File: config.mk
export PLATFORM = sky130hd
export DESIGN_NAME = rcf_job_queue
export DESIGN_NICKNAME = d
export VERILOG_FILES = /design/src/hdl/rgba_convolution_filter_defines.svh /design/src/hdl/rcf_pkg.sv /design/src/hdl/rcf_job_queue.sv
export SDC_FILE = /design/constraint.sdc
export NUM_CORES = 1
export LEC_CHECK = 0
export CELL_PAD_IN_SITES_DETAIL_PLACEMENT = 1
export CELL_PAD_IN_SITES_GLOBAL_PLACEMENT = 1
export CORE_MARGIN = 1.5
export CORE_UTILIZATION = 48
export DETAILED_ROUTE_END_ITERATION = 6
export DONT_BUFFER_PORTS = 1
export PLACE_DENSITY = 0.8
export SYNTH_ARGS = -nofsm -noshare
export SYNTH_HDL_FRONTEND = slang
export SYNTH_SLANG_ARGS = --single-unit
File: constraint.sdc
create_clock -name clk_i -period 3.2 [get_ports clk_i]
set_clock_uncertainty 0.15 [all_clocks]
set_input_delay 0 -clock clk_i [delete_from_list [all_inputs] [get_ports clk_i]]
set_output_delay 0 -clock clk_i [all_outputs]
set_load 0.02 [all_outputs]
File: src/hdl/rgba_convolution_filter_defines.svh
// ---------------------------------------------------------------------------
// rgba_convolution_filter_defines: assertion macros for the filter
// Shared concurrent check forms, clocked on clk_i and held off in reset.
// ---------------------------------------------------------------------------
`ifndef RGBA_CONVOLUTION_FILTER_DEFINES_SVH
`define RGBA_CONVOLUTION_FILTER_DEFINES_SVH

// same-cycle implication
`define RCF_ASSERT_NOW(lbl, ante, cons) \
  lbl: assert property (@(posedge clk_i) disable iff (!rst_ni) (ante) |-> (cons)) \
    else $error("rcf check failed");

// next-cycle implication
`define RCF_ASSERT_NEXT(lbl, ante, cons) \
  lbl: assert property (@(posedge clk_i) disable iff (!rst_ni) (ante) |=> (cons)) \
    else $error("rcf check failed");

`endif

File: src/hdl/rcf_pkg.sv
// ---------------------------------------------------------------------------
// rcf_pkg: shared types and constants of the RGBA convolution filter
// Request and result payloads, job format, geometry and state encodings.
// ---------------------------------------------------------------------------
`timescale 1ns / 1ps

package rcf_pkg;

  localparam int unsigned MAX_WIDTH = 1024;
  localparam int unsigned COL_W     = 10;
  localparam int unsigned ROW_W     = 17;
  localparam int unsigned POS_W     = 27;
  localparam int unsigned ADDR_W    = 12;
  localparam int unsigned RAM_DEPTH = 4096;
  localparam int unsigned TAPS      = 9;
  localparam int unsigned ACC_W     = 29;
  localparam int unsigned PROD_W    = 45;
  localparam int unsigned GAIN_FRAC = 12;

  typedef enum logic [1:0] {
    KIND_PIXEL = 2'd0,
    KIND_COEF  = 2'd1,
    KIND_FLUSH = 2'd2,
    KIND_NONE  = 2'd3
  } kind_e;

  typedef enum logic [1:0] {
    CFG_WIDTH  = 2'd0,
    CFG_HEIGHT = 2'd1,
    CFG_GAIN   = 2'd2
  } cfg_reg_e;

  typedef enum logic [1:0] {
    F_CLEAR,
    F_DIV,
    F_RUN
  } front_state_e;

  typedef enum logic [2:0] {
    B_IDLE,
    B_TAP,
    B_LAST,
    B_SCALE,
    B_PUSH
  } back_state_e;

  typedef struct packed {
    logic [1:0]         kind;
    logic [7:0]         red_in;
    logic [7:0]         green_in;
    logic [7:0]         blue_in;
    logic [7:0]         alpha_in;
    logic [3:0]         coef_index;
    logic signed [15:0] coef_value;
  } in_item_t;

  typedef struct packed {
    logic [7:0] red_out;
    logic [7:0] green_out;
    logic [7:0] blue_out;
    logic [7:0] alpha_out;
    logic       frame_end;
  } out_item_t;

  typedef struct packed {
    logic               is_coef;
    logic [3:0]         coef_idx;
    logic signed [15:0] coef_val;
    logic [ROW_W-1:0]   qrow;
    logic [COL_W-1:0]   qcol;
    logic               last;
  } job_t;

  typedef struct packed {
    logic              we;
    logic [ADDR_W-1:0] addr;
    logic [31:0]       data;
  } ram_wr_t;

  typedef struct packed {
    logic [10:0]      w_eff;
    logic [15:0]      h_eff;
    logic [POS_W-1:0] npix;
    logic [POS_W-1:0] lag;
    logic [POS_W-1:0] total;
  } geom_t;

endpackage

File: src/hdl/rcf_job_queue.sv
// ---------------------------------------------------------------------------
// rcf_job_queue: two-entry queue between intake and datapath
// Lets intake and the convolution datapath stall independently.
// ---------------------------------------------------------------------------
`timescale 1ns / 1ps

module rcf_job_queue (
  input  logic          clk_i,
  input  logic          rst_ni,
  input  logic          push_i,
  input  rcf_pkg::job_t data_i,
  input  logic          pop_i,
  output rcf_pkg::job_t data_o,
  output logic          valid_o,
  output logic          full_o,
  output logic [1:0]    cnt_o
);

  rcf_pkg::job_t slot_q [2];
  logic          wptr_q, rptr_q;
  logic [1:0]    cnt_q;
  logic          do_push, do_pop;

  assign do_push = push_i && (cnt_q != 2'd2);
  assign do_pop  = pop_i && (cnt_q != 2'd0);
  assign data_o  = slot_q[rptr_q];
  assign valid_o = (cnt_q != 2'd0);
  assign full_o  = (cnt_q == 2'd2);
  assign cnt_o   = cnt_q;

  // pointers and fill count
  always_ff @(posedge clk_i or negedge rst_ni) begin
    if (!rst_ni) begin
      wptr_q <= 1'b0;
      rptr_q <= 1'b0;
      cnt_q  <= '0;
    end else begin
      if (do_push) begin
        wptr_q <= ~wptr_q;
      end
      if (do_pop) begin
        rptr_q <= ~rptr_q;
      end
      cnt_q <= cnt_q + {1'b0, do_push} - {1'b0, do_pop};
    end
  end

  // storage
  always_ff @(posedge clk_i) begin
    if (do_push) begin
      slot_q[wptr_q] <= data_i;
    end
  end

endmodule

==> flow_summary.yaml <==
worst_setup_path:
  timing.rr.end: "slot_q[0][32]"
  endpoint: "slot_q[0][32]"
  crit_required_ns: 3.11
  cp-end-kind: "register"
  slowest_delay_ns: 0.52
  path_class: "register to register"
  worst_r2r_path_depth: 4
  cp-start-kind: "register"
  path_cells: "nand2b_1 > nand2_1 > nor2_4 > buf_12"
  slowest_stage: "dfrtp_1"
  startpoint: "cnt_o[0]"
  path_max_fanout: 31
  r2r_start: "cnt_o[0]"
  worst-endpoint-arrival_ns: 2.01
  reg2reg_slack_ns: 1.10
cells_and_area:
  fin_util: 0.5898
  drive_gt1_frac: 0.3080
  syn2layout_area_growth_pct: 20.08
  fillCellCount: 695
  num_antenna_cells: 0
  fin_nets: 287
  final_cell_area_mm2: 0.004797
  finalNonFillerCells: 342
  seq_area_mm2: 0.003044
  multi_input_area_um2: 842.1
sta:
  period_share: 0.6554
  relSlewSlack: 0.6098
  hold_violations: 0
  setup_viol: 0
  rsz0062_at_grt: "false"
  worst_pin_slew_ns: 0.5854
  fin_crit_ns: 2.097
  fin_setup_tns_ns: 0
  clock.fmax_mhz: 476.8
  final_max_slew_viol_count: 0
die:
  io-pin-count: 106
  die-area_mm2: 0.008879
  die_w_um: 94.23
  coreArea_mm2: 0.008134
  die_h_um: 94.23
  rows: 33
  initial_core_util: 0.4912
global_route:
  grt_pass1_vias: 1920
  grt_first_pass_wirelength_um: 10560
  met1_usage: 0.1793
  met3_usage: 0.04531
  grt-ovfl-total: 0
  track_usage: 0.1712
  antenna_found_initial: 0
  grt_use_met2: 0.3171
  grt_max_degree: 34
  grt-busiest-layer: "met2"
route:
  wire_per_inst_um: 21.64
  drc: 0
  drt_iter0_drc: 74
  num_vias: 1734
  via_per_inst: 5.070
  first_pass_iters: 5
  antenna_left: 0
  wl_um: 7402
pwr:
  ir_drop_v: 0.0006417
  power.leakage_uw: 0.001754
  power_density_mw_per_mm2: 886.9
  combPwrFrac: 0.352
  power_uw: 4255
  p_switching_uw: 1485
  clkPwrFrac: 0.174
  internal_power_uw: 2770
  swShare: 0.3489
  power_frac_seq: 0.474
synth:
  syn-num-nets: 226
  seq_area_frac_synth: 0.7617
  synth_area_per_cell_um2: 23.36
  syn_area_mm2: 0.003995
  synth.distinct_cells: 15
  synth-seq-cells: 102
  synth_warnings: 0
  synth_cells: 171
clock_tree:
  htreeDepth: 3
  clk_latency_ns: 0.35
  cts_buffer_depth: 2
  clock-sinks: 102
  clockRootBuffer: "clkbuf_8"
  cts_tree: "yes"
  cts-buffers-inserted: 9
  path_clk_slew_ns: 0.10
  postCtsSetupBuffers: 0
placement:
  routabilityCongestion: 0.6487
  dp_hpwl_um: 4737
  dp.cells: 273
  numPortBuffers: 0
  place_area_mm2: 0.004085
status:
  status: "finished, final reports clean"
min_path:
  hp-class: "primary input to register"
  worst_hold_path.num_cells: 1
job:
  cap_violations: 0
state kept, by name (all words and copies together) (netlist names):
signal  cells
wptr_q      1
rptr_q      1
slot_q     98
cnt_o       2
synth_stat cells:
library cell	n	area [um^2]
nor2_1	1	3.750
nand2b_1	1	6.260
buf_12	5	100.1
dfrtp_1	4	100.1
xnor2_1	3	26.28
mux2_4	49	735.7
ha_1	2	25.02
xor2_1	1	8.760
and2_4	1	8.760
inv_1	2	7.510
buf_6	1	11.26
and3_1	1	6.260
nand2_1	1	3.750
edfxtp_1	98	2943
or2_4	1	8.760
per-layer routing:
metal	share of wire	vias to the layer above	routed length (um)
met5	0	-	0
met4	0.022	0	163
met3	0.047	13	346
met1	0.37	872	2739
li1	-	782	-
met2	0.56	67	4153
power groups by stage:
stage               Sequential [uW]  Clock, uW  Combinational (uW)
finish                         2020        742                1500
floorplan                      1950          0                1410
detailed placement             2050          0                1450
global placement               2010          0                1420
CTS                            2020        750                1510
global route                   2050        788                1580
area by class of cell:
type / count / area share
clock buffer: 9 / 0.02582
clock inverter: 7 / 0.01200
inverter: 2 / 0.001565
multi-input combinational: 61 / 0.1755
sequential: 102 / 0.6346
tap: 105 / 0.02739
timing repair buffer: 56 / 0.1231
how the worst min path moves through the flow:
stage	start	endpoint	slack (ns)
floorplan	rst_ni	cnt_o[0]	-0.45
global placement	rst_ni	cnt_o[1]	-0.45
detailed placement	rst_ni	wptr_q	-0.45
CTS	push_i	slot_q[1][37]	0.04
global route	push_i	slot_q[1][37]	0.06
finish	push_i	slot_q[1][45]	0.06
cell usage in the layout (no fill, tap or decap):
master and instances:
ha_1 2, mux2_4 49, xor2_1 1, nand2b_1 1
clkinv_2 1, clkinvlp_4 2, inv_1 2, clkbuf_8 9
inv_6 2, nand2_1 1, inv_8 1, clkinv_4 1
edfxtp_1 98, dlygate4sd3_1 53, dfrtp_1 3, or2_4 1
xnor2_1 3, and3_2 1, and2_4 1, buf_12 3
dfrtp_2 1, nor2_4 1
critical path, delay by kind of cell, from the launching register on:
kind	cells	cell delay, ns
DFF	1	0.52
and+or+nand+nor	3	0.85
buffers and inverters	1	0.28
cells by family after synthesis:
logic type | count (synthesis) | share of synthesized area
xor+xnor | 4 | 0.008771
simple gates | 6 | 0.009397
flops | 102 | 0.7617
buf+inv | 8 | 0.02975
fa+ha+maj | 2 | 0.006263
mux | 49 | 0.1842
per-stage QoR:
step / hold WS (ns) / worst slack, ns
3_3_place_gp: -0.4455 / 1.177
2_1_floorplan: -0.4456 / 0.6072
5_1_grt: 0.05903 / 0.9354
3_5_place_dp: -0.4455 / 1.093
6_report: 0.05731 / 1.103
4_1_cts: 0.04496 / 1.065
timing repair:
item | CTS | global route
hold buffers | 53 | 0
resized for setup | 0 | 0
hold endpoints to repair | 122 | 0
(Power assumes the default switching activity.)
