===== src/hdl/rgba_convolution_filter_defines.svh =====
// ---------------------------------------------------------------------------
// rgba_convolution_filter_defines: assertion macros for the filter
// Shared concurrent check forms, clocked on clk_i and held off in reset.
// ---------------------------------------------------------------------------
`ifndef RGBA_CONVOLUTION_FILTER_DEFINES_SVH
`define RGBA_CONVOLUTION_FILTER_DEFINES_SVH

// same-cycle implication
`define RCF_ASSERT_NOW(lbl, ante, cons) \
  lbl: assert property (@(posedge clk_i) disable iff (!rst_ni) (ante) |-> (cons)) \
    else $error("rcf check failed");

// next-cycle implication
`define RCF_ASSERT_NEXT(lbl, ante, cons) \
  lbl: assert property (@(posedge clk_i) disable iff (!rst_ni) (ante) |=> (cons)) \
    else $error("rcf check failed");

`endif


===== src/hdl/rcf_pkg.sv =====
// ---------------------------------------------------------------------------
// rcf_pkg: shared types and constants of the RGBA convolution filter
// Request and result payloads, job format, geometry and state encodings.
// ---------------------------------------------------------------------------
`timescale 1ns / 1ps

package rcf_pkg;

  localparam int unsigned MAX_WIDTH = 1024;
  localparam int unsigned COL_W     = 10;
  localparam int unsigned ROW_W     = 17;
  localparam int unsigned POS_W     = 27;
  localparam int unsigned ADDR_W    = 12;
  localparam int unsigned RAM_DEPTH = 4096;
  localparam int unsigned TAPS      = 9;
  localparam int unsigned ACC_W     = 29;
  localparam int unsigned PROD_W    = 45;
  localparam int unsigned GAIN_FRAC = 12;

  typedef enum logic [1:0] {
    KIND_PIXEL = 2'd0,
    KIND_COEF  = 2'd1,
    KIND_FLUSH = 2'd2,
    KIND_NONE  = 2'd3
  } kind_e;

  typedef enum logic [1:0] {
    CFG_WIDTH  = 2'd0,
    CFG_HEIGHT = 2'd1,
    CFG_GAIN   = 2'd2
  } cfg_reg_e;

  typedef enum logic [1:0] {
    F_CLEAR,
    F_DIV,
    F_RUN
  } front_state_e;

  typedef enum logic [2:0] {
    B_IDLE,
    B_TAP,
    B_LAST,
    B_SCALE,
    B_PUSH
  } back_state_e;

  typedef struct packed {
    logic [1:0]         kind;
    logic [7:0]         red_in;
    logic [7:0]         green_in;
    logic [7:0]         blue_in;
    logic [7:0]         alpha_in;
    logic [3:0]         coef_index;
    logic signed [15:0] coef_value;
  } in_item_t;

  typedef struct packed {
    logic [7:0] red_out;
    logic [7:0] green_out;
    logic [7:0] blue_out;
    logic [7:0] alpha_out;
    logic       frame_end;
  } out_item_t;

  typedef struct packed {
    logic               is_coef;
    logic [3:0]         coef_idx;
    logic signed [15:0] coef_val;
    logic [ROW_W-1:0]   qrow;
    logic [COL_W-1:0]   qcol;
    logic               last;
  } job_t;

  typedef struct packed {
    logic              we;
    logic [ADDR_W-1:0] addr;
    logic [31:0]       data;
  } ram_wr_t;

  typedef struct packed {
    logic [10:0]      w_eff;
    logic [15:0]      h_eff;
    logic [POS_W-1:0] npix;
    logic [POS_W-1:0] lag;
    logic [POS_W-1:0] total;
  } geom_t;

endpackage


===== src/hdl/rcf_front.sv =====
// ---------------------------------------------------------------------------
// rcf_front: request intake and raster tracking
// Clears the line store after reset, tracks the raster position, writes
// pixels into the line store and queues coefficient and output jobs.
// ---------------------------------------------------------------------------
`timescale 1ns / 1ps

module rcf_front (
  input  logic             clk_i,
  input  logic             rst_ni,
  input  logic             push_i,
  output logic             full_o,
  input  rcf_pkg::in_item_t item_i,
  input  rcf_pkg::geom_t   geom_i,
  input  logic             wstart_i,
  input  logic [1:0]       pending_i,
  input  logic             jq_full_i,
  output logic             job_push_o,
  output rcf_pkg::job_t    job_o,
  output rcf_pkg::ram_wr_t ram_wr_o
);

  rcf_pkg::front_state_e state_q, state_d;
  logic [rcf_pkg::POS_W-1:0]  p_q, p_d;
  logic [rcf_pkg::ROW_W-1:0]  row_q, row_d;
  logic [rcf_pkg::COL_W-1:0]  col_q, col_d;
  logic [rcf_pkg::ADDR_W-1:0] clr_q, clr_d;
  logic                       wrote_q, wrote_d;
  logic [4:0]                 cnt_q, cnt_d;
  logic [11:0]                rem_q, rem_d;
  logic [rcf_pkg::POS_W-1:0]  quo_q, quo_d;

  logic                       accept, pos_acc, pos_reset, ce_last, ge;
  logic [rcf_pkg::POS_W-1:0]  pe;
  logic [rcf_pkg::ROW_W-1:0]  re;
  logic [rcf_pkg::COL_W-1:0]  ce;
  logic [11:0]                r_shift, r_sub;

  // intake gate: one raster write at most while jobs are in flight
  assign full_o = (state_q != rcf_pkg::F_RUN) || jq_full_i ||
                  ((pending_i != 2'd0) && (wrote_q || (geom_i.w_eff == 11'd1)));
  assign accept = push_i && !full_o;

  // effective position for this request
  assign pos_reset = (p_q >= geom_i.total);
  assign pe        = pos_reset ? '0 : p_q;
  assign re        = pos_reset ? '0 : row_q;
  assign ce        = pos_reset ? '0 : col_q;
  assign ce_last   = (({1'b0, ce} + 11'd1) == geom_i.w_eff);

  // restoring divider step for position to row and column
  assign r_shift = {rem_q[10:0], quo_q[rcf_pkg::POS_W-1]};
  assign ge      = (r_shift >= {1'b0, geom_i.w_eff});
  assign r_sub   = ge ? (r_shift - {1'b0, geom_i.w_eff}) : r_shift;

  always_ff @(posedge clk_i or negedge rst_ni) begin
    if (!rst_ni) begin
      state_q <= rcf_pkg::F_CLEAR;
      p_q     <= '0;
      row_q   <= '0;
      col_q   <= '0;
      clr_q   <= '0;
      wrote_q <= 1'b0;
      cnt_q   <= '0;
    end else begin
      state_q <= state_d;
      p_q     <= p_d;
      row_q   <= row_d;
      col_q   <= col_d;
      clr_q   <= clr_d;
      wrote_q <= wrote_d;
      cnt_q   <= cnt_d;
    end
  end

  always_ff @(posedge clk_i) begin
    rem_q <= rem_d;
    quo_q <= quo_d;
  end

  // next state, raster update and job build
  always_comb begin
    state_d    = state_q;
    p_d        = p_q;
    row_d      = row_q;
    col_d      = col_q;
    clr_d      = clr_q;
    cnt_d      = cnt_q;
    rem_d      = rem_q;
    quo_d      = quo_q;
    pos_acc    = 1'b0;
    job_push_o = 1'b0;
    job_o      = '0;
    ram_wr_o   = '0;

    case (state_q)
      rcf_pkg::F_CLEAR: begin
        ram_wr_o.we   = 1'b1;
        ram_wr_o.addr = clr_q;
        clr_d         = clr_q + 1'b1;
        if (clr_q == '1) begin
          state_d = rcf_pkg::F_RUN;
        end
      end
      rcf_pkg::F_DIV: begin
        rem_d = r_sub;
        quo_d = {quo_q[rcf_pkg::POS_W-2:0], ge};
        cnt_d = cnt_q + 1'b1;
        if (cnt_q == 5'(rcf_pkg::POS_W - 1)) begin
          row_d   = quo_d[rcf_pkg::ROW_W-1:0];
          col_d   = r_sub[rcf_pkg::COL_W-1:0];
          state_d = rcf_pkg::F_RUN;
        end
      end
      rcf_pkg::F_RUN: begin
        if (accept) begin
          case (item_i.kind)
            rcf_pkg::KIND_COEF: begin
              if (item_i.coef_index < 4'(rcf_pkg::TAPS)) begin
                job_push_o     = 1'b1;
                job_o.is_coef  = 1'b1;
                job_o.coef_idx = item_i.coef_index;
                job_o.coef_val = item_i.coef_value;
              end
            end
            rcf_pkg::KIND_PIXEL, rcf_pkg::KIND_FLUSH: begin
              pos_acc = 1'b1;
              if (pe < geom_i.npix) begin
                ram_wr_o.we   = 1'b1;
                ram_wr_o.addr = {re[1:0], ce};
                if (item_i.kind == rcf_pkg::KIND_PIXEL) begin
                  ram_wr_o.data = {item_i.alpha_in, item_i.blue_in,
                                   item_i.green_in, item_i.red_in};
                end
              end
              p_d   = pe + 1'b1;
              col_d = ce_last ? '0 : (ce + 1'b1);
              row_d = ce_last ? (re + 1'b1) : re;
              if (pe >= geom_i.lag) begin
                job_push_o = 1'b1;
                job_o.qrow = re - 17'd1 - {16'd0, (ce == '0)};
                job_o.qcol = (ce == '0) ? 10'(geom_i.w_eff - 11'd1) : (ce - 1'b1);
                job_o.last = (pe == (geom_i.total - 1'b1));
                if (job_o.last) begin
                  p_d   = '0;
                  row_d = '0;
                  col_d = '0;
                end
              end
            end
            default: begin
            end
          endcase
        end
      end
      default: begin
        state_d = rcf_pkg::F_RUN;
      end
    endcase

    // width change: recompute row and column from the position
    if (wstart_i && (state_q != rcf_pkg::F_CLEAR)) begin
      state_d = rcf_pkg::F_DIV;
      cnt_d   = '0;
      rem_d   = '0;
      quo_d   = p_q;
    end

    wrote_d = (pending_i != 2'd0) && (wrote_q || pos_acc);
  end

endmodule


===== config.mk =====
export PLATFORM = sky130hd
export DESIGN_NAME = rcf_front
export DESIGN_NICKNAME = d
export VERILOG_FILES = /design/src/hdl/rgba_convolution_filter_defines.svh /design/src/hdl/rcf_pkg.sv /design/src/hdl/rcf_front.sv
export SDC_FILE = /design/constraint.sdc
export NUM_CORES = 1
export LEC_CHECK = 0
export BUFFER_PORTS_ARGS = -buffer_cell sky130_fd_sc_hd__buf_2
export CAP_MARGIN = 25
export CELL_PAD_IN_SITES_DETAIL_PLACEMENT = 0
export CELL_PAD_IN_SITES_GLOBAL_PLACEMENT = 1
export CORE_MARGIN = 2
export CORE_UTILIZATION = 35
export CTS_CLUSTER_DIAMETER = 60
export DETAILED_ROUTE_END_ITERATION = 10
export PLACE_DENSITY_LB_ADDON = 0.05
export SYNTH_ARGS = -nofsm -noshare
export SYNTH_HDL_FRONTEND = slang
export SYNTH_SLANG_ARGS = --single-unit

===== constraint.sdc =====
create_clock -name clk_i -period 5.8 [get_ports clk_i]
set_input_delay 0.29 -clock clk_i [delete_from_list [all_inputs] [get_ports clk_i]]
set_output_delay 0.29 -clock clk_i [all_outputs]
set_load 0.05 [all_outputs]

==> impl_metrics.prom <==
# TYPE chip_impl_metric gauge
chip_impl_metric{name="post_synth.cell_area_avg",unit="µm²"} 7.59
chip_impl_metric{name="floorplan.rows",unit=""} 67
chip_impl_metric{name="cellPowerDensity",unit="mW/mm²"} 321
chip_impl_metric{name="drc_errors",unit=""} 0
chip_impl_metric{name="critPathArrivalTime",unit="ps"} 5380
chip_impl_metric{name="globalRouteTotalUtil",unit=""} 0.249
chip_impl_metric{name="last_weighted_congestion_value_of_the_routability_driven_placer",unit=""} 0.912
chip_impl_metric{name="area_of_combinational_cells_with_multiple_inputs",unit="mm²"} 0.00829
chip_impl_metric{name="seq_area",unit="mm²"} 0.00288
chip_impl_metric{name="number_of_vias_after_detailed_routing",unit=""} 12700
chip_impl_metric{name="final.hold.worst_slack",unit="ps"} 183
chip_impl_metric{name="syn_area",unit="mm²"} 0.0120
chip_impl_metric{name="drt_wirelength",unit="µm"} 45500
chip_impl_metric{name="totalPowerFinal",unit="mW"} 4.60
chip_impl_metric{name="fillerInstances",unit=""} 3585
chip_impl_metric{name="utilization",unit=""} 0.426
chip_impl_metric{name="clk_latency",unit="ps"} 370
chip_impl_metric{name="cts_inserted_buffers",unit=""} 9
chip_impl_metric{name="post-cts-setup-buffers",unit=""} 0
chip_impl_info{name="min-delay-start",value="pending_i[0]"} 1
chip_impl_metric{name="postSynth.asyncResetShare",unit=""} 0.661
chip_impl_metric{name="largest_net_degree_at_the_start_of_global_routing",unit=""} 63
chip_impl_metric{name="drt_first_iter_violations",unit=""} 1036
chip_impl_metric{name="tritoncts_num_sinks",unit=""} 112
chip_impl_metric{name="fin_worst_skew",unit="ps"} 12.7
chip_impl_metric{name="place.detailed.hpwl",unit="µm"} 35800
chip_impl_metric{name="detail_route.first_pass.iterations",unit=""} 5
chip_impl_metric{name="setup_viol",unit=""} 0
chip_impl_metric{name="leak",unit="nW"} 6.96
chip_impl_metric{name="antenna_left",unit=""} 0
chip_impl_metric{name="synth_enable_flop_cells",unit=""} 27
chip_impl_metric{name="via_per_inst",unit=""} 5.65
chip_impl_metric{name="nets",unit=""} 2075
chip_impl_metric{name="grt_pass1_vias",unit=""} 11900
chip_impl_metric{name="die_area",unit="mm²"} 0.0358
chip_impl_info{name="top_area_cells_in_the_synthesized_netlist",value="sky130_fd_sc_hd__dfrtp_1 15%, sky130_fd_sc_hd__ha_1 11%, sky130_fd_sc_hd__edfxtp_1 6.7%, sky130_fd_sc_hd__nand2_1 5.2%, sky130_fd_sc_hd__nor2_1 4.1%"} 1
chip_impl_metric{name="dieWidth",unit="µm"} 189
chip_impl_metric{name="mappedNetlistNets",unit=""} 1855
chip_impl_metric{name="synthesis.instances",unit=""} 1583
chip_impl_metric{name="timing.slew.headroom",unit=""} 0.330
chip_impl_metric{name="drv.max_cap_violation_count",unit=""} 0
chip_impl_metric{name="timing.final.crit_period",unit="ps"} 5670
chip_impl_metric{name="final_max_slew_viol_count",unit=""} 0
chip_impl_metric{name="die_height",unit="µm"} 189
chip_impl_metric{name="clock_tree.buffer_depth",unit=""} 2
chip_impl_info{name="synth_top_flop_cell",value="sky130_fd_sc_hd__dfrtp_1"} 1
chip_impl_info{name="timing_worst_setup_path_type",value="reg -> out"} 1
chip_impl_metric{name="synth.yosys.warnings",unit=""} 0
chip_impl_metric{name="worst-endpoint-required",unit="ps"} 5510
chip_impl_metric{name="numPortBuffers",unit=""} 248
chip_impl_metric{name="hold_depth",unit=""} 2
chip_impl_metric{name="period_utilization_post_route",unit=""} 0.978
chip_impl_info{name="synth.most_common_cell",value="sky130_fd_sc_hd__nand2_1"} 1
chip_impl_metric{name="wire_per_inst",unit="µm"} 20.2
chip_impl_info{name="worstSetupStartpointType",value="register"} 1
chip_impl_metric{name="fp.coreArea",unit="mm²"} 0.0337
chip_impl_metric{name="r2r_cells",unit=""} 20
chip_impl_info{name="tritoncts",value="done"} 1
chip_impl_metric{name="synth_seq_area_share",unit=""} 0.240
chip_impl_metric{name="ir_worst_vdd",unit="mV"} 0.220
chip_impl_metric{name="rrSetupSlack",unit="ps"} 380
chip_impl_metric{name="synth.top_cell.area_share",unit=""} 0.154
chip_impl_metric{name="antenna_found_initial",unit=""} 3
chip_impl_info{name="crit_path_end_kind",value="primary output"} 1
chip_impl_metric{name="grt_first_pass_wirelength",unit="µm"} 69300
chip_impl_metric{name="initial_core_util",unit=""} 0.357
chip_impl_metric{name="achievable-frequency",unit="MHz"} 176
chip_impl_info{name="root_buffer",value="sky130_fd_sc_hd__clkbuf_16"} 1
chip_impl_info{name="grt_setup_unrepaired",value="yes"} 1
chip_impl_metric{name="clkTransAtPathRegs",unit="ps"} 80
chip_impl_metric{name="syn_to_final_growth",unit="%"} 19.3
chip_impl_metric{name="timing_worst_slew_pin_value",unit="ps"} 996
chip_impl_metric{name="ys_ff_latch",unit=""} 112
chip_impl_metric{name="worst-path-max-fanout",unit=""} 13
chip_impl_info{name="worst_r2r_endpoint",value="row_q[15]"} 1
chip_impl_metric{name="global_route.overflow_total",unit=""} 0
chip_impl_info{name="synth_top_area_cell",value="sky130_fd_sc_hd__dfrtp_1"} 1
chip_impl_info{name="netlist_top_cells_count",value="166 x sky130_fd_sc_hd__nand2_1, 131 x sky130_fd_sc_hd__nor2_1, 127 x sky130_fd_sc_hd__inv_1"} 1
chip_impl_metric{name="io_pins",unit=""} 265
chip_impl_info{name="timing.hold.worst.class",value="in -> reg"} 1
chip_impl_metric{name="setup_tns",unit="ps"} 0
chip_impl_metric{name="cts.htree.levels",unit=""} 3
chip_impl_info{name="worstReg2RegStart",value="p_q[0]"} 1
chip_impl_info{name="hold_end",value="wrote_q"} 1
chip_impl_metric{name="hold_fails_final_rpt",unit=""} 0
chip_impl_metric{name="antenna_cells_inserted",unit=""} 0
chip_impl_metric{name="synthDistinctLibCells",unit=""} 81
chip_impl_info{name="run_status",value="finished clean"} 1
chip_impl_metric{name="layout-drive-gt1-share",unit=""} 0.205
==> layout by cell type, fill, tap and decap left out, types with 60 or more instances in the layout <==
cell type / n
sky130_fd_sc_hd__a21oi_1: 60
sky130_fd_sc_hd__buf_2: 244
sky130_fd_sc_hd__buf_4: 65
sky130_fd_sc_hd__dfrtp_1: 74
sky130_fd_sc_hd__ha_1: 102
sky130_fd_sc_hd__inv_1: 127
sky130_fd_sc_hd__nand2_1: 166
sky130_fd_sc_hd__nand3_1: 68
sky130_fd_sc_hd__nor2_1: 127
sky130_fd_sc_hd__o21ai_0: 61
==> cell families (layout without fill, tap and decap cells) <==
group,count (synthesis),after routing,synth area share
AO/OA/AOI/OAI,350,350,0.199
XOR/XNOR,77,77,0.0618
adder cells (fa/ha/maj),103,103,0.108
buffers and inverters,236,461,0.0779
flip-flops,112,112,0.240
multiplexers,24,24,0.0204
AND/OR/NAND/NOR,681,681,0.293
==> worst max-delay path by stage <==
stage / from / endpoint / slack (ps) / cells after the start
2_1_floorplan: p_q[25] / job_o[0] / 70 / 23
3_3_place_gp: geom_i[20] / job_o[0] / 370 / 21
3_5_place_dp: geom_i[20] / col_q[4] / 280 / 21
5_1_grt: p_q[26] / job_o[0] / -110 / 17
6_report: p_q[26] / job_o[0] / 130 / 17
4_1_cts: p_q[26] / job_o[0] / 8 / 17
==> cell type report <==
| cell class | count | area share |
|---|---|---|
| Clock inverter | 4 | 0.00113 |
| Tap cell | 448 | 0.0391 |
| Timing Repair Buffer | 317 | 0.129 |
| Clock buffer | 12 | 0.0187 |
| Multi-Input combinational cell | 1235 | 0.578 |
| Inverter | 128 | 0.0335 |
| Sequential cell | 112 | 0.201 |
==> worst max-delay path, cell delays in order (launching register included) <==
cell and delay, ps:
sky130_fd_sc_hd__dfrtp_1 420, sky130_fd_sc_hd__ha_1 310, sky130_fd_sc_hd__nand3_1 190, sky130_fd_sc_hd__nor4_4 360, sky130_fd_sc_hd__a22oi_2 140, sky130_fd_sc_hd__and3_1 290
sky130_fd_sc_hd__buf_4 200, sky130_fd_sc_hd__and3_1 220, sky130_fd_sc_hd__ha_1 300, sky130_fd_sc_hd__nand4_1 110, sky130_fd_sc_hd__nor2_1 190, sky130_fd_sc_hd__and3_1 220
sky130_fd_sc_hd__o311ai_0 220, sky130_fd_sc_hd__a32oi_2 350, sky130_fd_sc_hd__o2111ai_1 150, sky130_fd_sc_hd__or4_2 800, sky130_fd_sc_hd__nor2_2 240, sky130_fd_sc_hd__clkbuf_4 280
==> layer usage <==
metal | vias to the layer above | global-route usage | wire length [µm] | share of wire
li1 | 6171 | - | - | -
met1 | 6086 | 0.357 | 21500 | 0.47
met2 | 446 | 0.392 | 20000 | 0.44
met3 | 44 | 0.0404 | 3120 | 0.069
met4 | 0 | 0.0566 | 887 | 0.020
met5 | - | 0 | 0 | 0
==> through the flow <==
stage	std cells	instance area [µm²]	worst slack [ps]
2_1_floorplan	1583	12000	68.6
3_3_place_gp	2236	14000	372
3_5_place_dp	2239	14000	281
4_1_cts	2256	14300	7.88
5_1_grt	2256	14300	-112
6_report	2256	14300	128
==> flip-flops by register name, summed over array words and instances (netlist names) <==
| signal | cells |
|---|---|
| row_q | 17 |
| col_q | 10 |
| p_q | 27 |
| state_q | 2 |
| quo_q | 27 |
| rem_q | 11 |
| clr_q | 12 |
| cnt_q | 5 |
| wrote_q | 1 |
==> where the power goes <==
part / leakage [nW] / total (mW) / switching (mW) / internal, mW
clock: 0.140 / 0.631 / 0.305 / 0.326
sequential: 1.27 / 1.48 / 0.361 / 1.12
combinational: 5.54 / 2.49 / 1.52 / 0.964
==> repair_timing <==
| item | CTS | global route |
|---|---|---|
| endpoints found under the setup margin | 1 | 35 |
| endpoints found under the hold margin | 35 | 0 |
| hold buffers | 1 | 0 |
| resized for setup | 2 | 7 |
Note: power is estimated with default switching activity, not from simulation.
